### src/rtl/catmull_rom_spline_evaluator_unit_macros.svh
// Assertion macros for the spline evaluator.
// Used by the top level only; assumes aclk and aresetn in scope.
`ifndef CATMULL_ROM_SPLINE_EVALUATOR_UNIT_MACROS_SVH
`define CATMULL_ROM_SPLINE_EVALUATOR_UNIT_MACROS_SVH
`ifndef SYNTHESIS
`define CRSE_ASSERT(label, expr) \
    label: assert property (@(posedge aclk) disable iff (!aresetn) (expr)) \
        else $error("crse assertion failed");
`define CRSE_ASSERT_NEXT(label, pre, post) \
    label: assert property (@(posedge aclk) disable iff (!aresetn) (pre) |=> (post)) \
        else $error("crse assertion failed");
`else
`define CRSE_ASSERT(label, expr)
`define CRSE_ASSERT_NEXT(label, pre, post)
`endif
`endif

### src/rtl/crse_pkg.sv
// Shared types and constants for the spline evaluator.
// No dependencies.
`default_nettype none
package crse_pkg;
    localparam int MAX_POINTS_DEF = 256;
    localparam int CMP_W  = 13;
    localparam int PT_W   = 32;
    localparam int U_W    = 17;
    localparam int SEG_W  = 8;
    localparam int EXT_W  = 34;
    localparam int COEF_W = 40;
    localparam int ACC_W  = 44;
    localparam logic [U_W-1:0] U_ONE = 17'd65536;

    typedef enum logic [2:0] {
        ST_EVAL    = 3'd0,
        ST_STORED  = 3'd1,
        ST_FULL    = 3'd2,
        ST_SEGMENT = 3'd3,
        ST_URANGE  = 3'd4
    } status_t;

    typedef logic [2:0][PT_W-1:0] point_t;
    typedef logic signed [COEF_W-1:0] coef_t;
    typedef logic signed [ACC_W-1:0] acc_t;

    typedef struct packed {
        logic           valid;
        status_t        status;
        logic [U_W-1:0] u;
    } ctl_t;
endpackage
`default_nettype wire

### src/rtl/crse_coeff.sv
// Two stages: end point extrapolation, then doubled Catmull-Rom coefficients.
// Depends on crse_pkg.
`default_nettype none
module crse_coeff (
    input  wire logic        aclk,
    input  wire logic        aresetn,
    input  wire logic        en,
    input  wire crse_pkg::ctl_t   ctl_in,
    input  wire crse_pkg::point_t p_in [4],
    input  wire logic        first,
    input  wire logic        last,
    output crse_pkg::ctl_t   ctl_out,
    output crse_pkg::coef_t  c_out [3][4]
);
    import crse_pkg::*;

    ctl_t ctl_a_reg, ctl_b_reg;
    logic signed [EXT_W-1:0] e_reg [3][4];
    logic signed [EXT_W-1:0] e_next [3][4];
    coef_t c_reg [3][4];
    coef_t c_next [3][4];

    always_comb begin
        for (int a = 0; a < 3; a++) begin
            for (int k = 0; k < 4; k++) begin
                e_next[a][k] = EXT_W'($signed(p_in[k][a]));
            end
            // missing outer points: 2*p1-p2 before, 2*p2-p1 after
            if (first) begin
                e_next[a][0] = 2 * e_next[a][1] - e_next[a][2];
            end
            if (last) begin
                e_next[a][3] = 2 * e_next[a][2] - e_next[a][1];
            end
        end
        for (int a = 0; a < 3; a++) begin
            c_next[a][0] = 2 * COEF_W'(e_reg[a][1]);
            c_next[a][1] = COEF_W'(e_reg[a][2]) - COEF_W'(e_reg[a][0]);
            c_next[a][2] = 2 * COEF_W'(e_reg[a][0]) - 5 * COEF_W'(e_reg[a][1])
                         + 4 * COEF_W'(e_reg[a][2]) - COEF_W'(e_reg[a][3]);
            c_next[a][3] = 3 * COEF_W'(e_reg[a][1]) - COEF_W'(e_reg[a][0])
                         - 3 * COEF_W'(e_reg[a][2]) + COEF_W'(e_reg[a][3]);
        end
    end

    always_ff @(posedge aclk) begin
        if (!aresetn) begin
            ctl_a_reg.valid <= 1'b0;
            ctl_b_reg.valid <= 1'b0;
        end else if (en) begin
            ctl_a_reg <= ctl_in;
            ctl_b_reg <= ctl_a_reg;
        end
        if (en) begin
            e_reg <= e_next;
            c_reg <= c_next;
        end
    end

    assign ctl_out = ctl_b_reg;
    assign c_out   = c_reg;
endmodule
`default_nettype wire

### config.mk
export PLATFORM = sky130hd
export DESIGN_NAME = crse_coeff
export DESIGN_NICKNAME = d
export VERILOG_FILES = /design/src/rtl/catmull_rom_spline_evaluator_unit_macros.svh /design/src/rtl/crse_pkg.sv /design/src/rtl/crse_coeff.sv
export SDC_FILE = /design/constraint.sdc
export NUM_CORES = 2
export LEC_CHECK = 0
export ABC_AREA = 1
export BUFFER_PORTS_ARGS = -buffer_cell sky130_fd_sc_hd__buf_4
export CORE_ASPECT_RATIO = 0.75
export CORE_MARGIN = 2
export CORE_UTILIZATION = 61
export CTS_CLUSTER_DIAMETER = 80
export DETAILED_ROUTE_END_ITERATION = 6
export PLACE_DENSITY = 0.87
export SETUP_SLACK_MARGIN = 0.1
export SYNTH_ARGS = -nofsm -noshare
export SYNTH_HDL_FRONTEND = slang
export SYNTH_SLANG_ARGS = --single-unit
### constraint.sdc
create_clock -name aclk -period 9.9 [get_ports aclk]
set_input_delay 1.98 -clock aclk [delete_from_list [all_inputs] [get_ports aclk]]
set_output_delay 1.98 -clock aclk [all_outputs]
set_load 0.005 [all_outputs]
==> impl_metrics.py <==
metrics = {
    "status": {
        "status": "finished, violations left",
        "violations": "design-rule violations",
    },
    "synth": {
        "synthCells": 10710,
        "netlist.area_leader.share": 0.2990,
        "avgSynthCellArea_um2": 8.142,
        "synth_most_common_cell": "inv_1",
        "ys_ff_latch": 870,
        "yosys_warnings": 0,
        "async_flop_share": 0,
        "synthTopCellsByCount": "inv_1 (2613), nand2_1 (2411), ha_1 (915), edfxtp_1 (868), nor2_1 (830)",
        "netlist_area_um2": 87160,
        "synth_cell_types": 47,
        "seq_area_frac_synth": 0.2995,
        "synth_edf_count": 868,
        "synth_top_area_cell": "edfxtp_1",
        "yosys_most_used_dff": "edfxtp_1",
        "synth.area.top_cells": "edfxtp_1 (30%), fa_1 (16%), ha_1 (13%)",
    },
    "timing": {
        "maxSlewViolCount": 0,
        "max-slew-margin-rel": 0.1706,
        "finalSetupViolCount": 0,
        "post-route-min-period_ns": 5.856,
        "max_freq_mhz": 170.8,
        "rsz0062_at_grt": "no",
        "fin_setup_tns_ns": 0,
        "hold_viol": 0,
        "tightest_slew_ns": 1.244,
        "finalCritPeriodShare": 0.5915,
        "clock_skew_ns": 0.03987,
    },
    "critical_path": {
        "start_kind": "flip-flop",
        "path_cells": "fa_1 -> fa_1 -> fa_1 -> fa_1 -> ha_1 -> nand2_1 -> nor2_1 -> nand4_1 -> nand3_1 -> nand2_1 -> nand3_1 -> nand2_1",
        "arrival_ns": 6.37,
        "slowest_stage": "nor2_1",
        "required_ns": 10.42,
        "path_common_cell": "fa_1",
        "crit_type": "reg -> reg",
        "cp-end-kind": "flip-flop",
        "crit_fanout": 7,
        "critPathMaxStageDelay_ns": 0.73,
    },
    "global_routing": {
        "antenna_found_initial": 58,
        "first_global_vias": 79450,
        "grt_max_degree": 168,
        "grt_pass1_wl_um": 514100,
        "track_usage": 0.4864,
        "overflow": 0,
    },
    "die": {
        "ios": 911,
        "die_area_um2": 146000,
        "die_y_um": 331.4,
        "initial_core_util": 0.6124,
        "die_w_um": 440.5,
        "fp.coreArea_um2": 142300,
        "num_rows": 120,
    },
    "finish": {
        "multi_input_area_um2": 50690,
        "fin_util": 0.6983,
        "syn_to_final_growth_pct": 14.03,
        "fin_area_um2": 99390,
        "final_layout_size_suffix_gt1_frac": 0.1002,
        "layout.area.seq_um2": 26110,
        "largest_reg_flops": 432,
        "final_cells": 13660,
        "final_nets": 13640,
        "nFillCells": 11090,
    },
    "clock_network": {
        "clk_path_buf_depth": 3,
        "clockRootBuffer": "clkbuf_16",
        "insertion_delay_ns": 0.78,
        "post-cts-setup-buffer-count": 0,
        "ctsResizeCount": 0,
        "path_clk_slew_ns": 0.07,
        "hold_buffers": 0,
        "cts_tree": "built",
        "cts_max_level": 3,
        "cts_buffers": 95,
        "cts.sinks": 870,
    },
    "routing": {
        "num_vias": 81480,
        "drc": 4,
        "drt_wl_total_um": 360600,
        "wl_per_cell_um": 26.41,
        "viasPerCell": 5.966,
        "antenna_left": 0,
        "drt-initial-drc-count": 11800,
        "dr.pass1.iters": 7,
    },
    "placement": {
        "gp_congestion": 1.134,
        "hpwl_um": 301100,
        "numPortBuffers": 907,
        "placed_area_um2": 95960,
        "dp.cells": 13420,
    },
    "flow_run": {
        "drv_cap": 0,
    },
    "worst_hold_path": {
        "hp-class": "reg -> reg",
    },
    "power_and_ir_drop": {
        "leakage_nw": 50.78,
        "ir_drop_mv": 0.3597,
        "power_w": 0.03984,
        "power.density_nw_per_um2": 400.8,
    },
}
## cell type report
| cell class | count | share of cell area |
|---|---|---|
| inverter | 2616 | 0.09887 |
| tap | 1891 | 0.02381 |
| sequential | 870 | 0.2626 |
| antenna | 55 | 0.001385 |
| clock buffer | 110 | 0.02490 |
| clock inverter | 69 | 0.008271 |
| timing repair buffer | 920 | 0.07007 |
| multi-input combinational | 7126 | 0.5101 |
## through the flow
| step | hold slack (ns) | setup slack (ns) |
|---|---|---|
| 2_1_floorplan | 0.4003 | 5.633 |
| 5_1_grt | 0.4244 | 4.115 |
| 6_report | 0.4198 | 4.044 |
| 3_5_place_dp | 0.4045 | 4.435 |
| 3_3_place_gp | 0.4003 | 4.496 |
| 4_1_cts | 0.4196 | 4.394 |
## report_power, final
part	switching, W	total (W)	internal (W)
registers	0.000604	0.00669	0.00609
logic	0.0199	0.0292	0.00934
clock network	0.00176	0.00395	0.00218
## logic make-up (layout without fill, tap and decap cells)
| family | after synthesis | in the layout | share of synthesized area |
|---|---|---|---|
| AO/OA/AOI/OAI | 1229 | 1229 | 0.07767 |
| XOR/XNOR | 259 | 259 | 0.02602 |
| adder cells (fa/ha/maj) | 1605 | 1605 | 0.2898 |
| buffers and inverters | 2711 | 3715 | 0.1190 |
| flip-flops | 870 | 870 | 0.2995 |
| other | 1 | 58 | 0.00004302 |
| AND/OR/NAND/NOR | 4030 | 4030 | 0.1880 |
## cell usage in the layout (no fill, tap or decap), types with 20 or more instances in the layout
master and instances:
ha_1 915, o21ai_0 376, edfxtp_1 868, nand2_2 25, o21ai_1 33, inv_1 2613, a21boi_0 21, nand4_1 67
diode_2 55, a31oi_1 28, nor3_1 125, xnor2_1 97, fa_1 690, buf_4 915, clkbuf_16 96, o21bai_1 64
or2_2 28, nand2_1 2411, o211ai_1 21, a21o_1 35, xor2_1 162, nand3_1 490, nor2_1 830, o21ai_2 20
o21a_1 29, a21oi_1 584
## worst paths after layout
path,startpoint,to,slack (ns),depth (start not counted)
max,e_reg[350]$_DFFE_PP_,c_out[355]$_DFFE_PP_,4.04,12
min reg2reg,ctl_a_reg[5]$_DFFE_PP_,ctl_out[5]$_DFFE_PP_,0.42,0
max reg2reg,e_reg[350]$_DFFE_PP_,c_out[355]$_DFFE_PP_,4.04,12
min,ctl_a_reg[5]$_DFFE_PP_,ctl_out[5]$_DFFE_PP_,0.42,0
## worst max-delay path: cells and delay by family (launching register included)
family | cells | cell delay (ns)
adders and majority gates | 5 | 2.67
and+or+nand+nor | 7 | 2.36
DFF | 1 | 0.55
## metal layers
metal | vias to the layer above | track usage | routed length (um)
li1 | 35490 | - | -
met1 | 38320 | 0.6121 | 129100
met2 | 6219 | 0.6864 | 146800
met3 | 1435 | 0.1730 | 50860
met4 | 16 | 0.3639 | 33760
met5 | - | 0 | 103
Note: power is estimated with default switching activity, not from simulation.
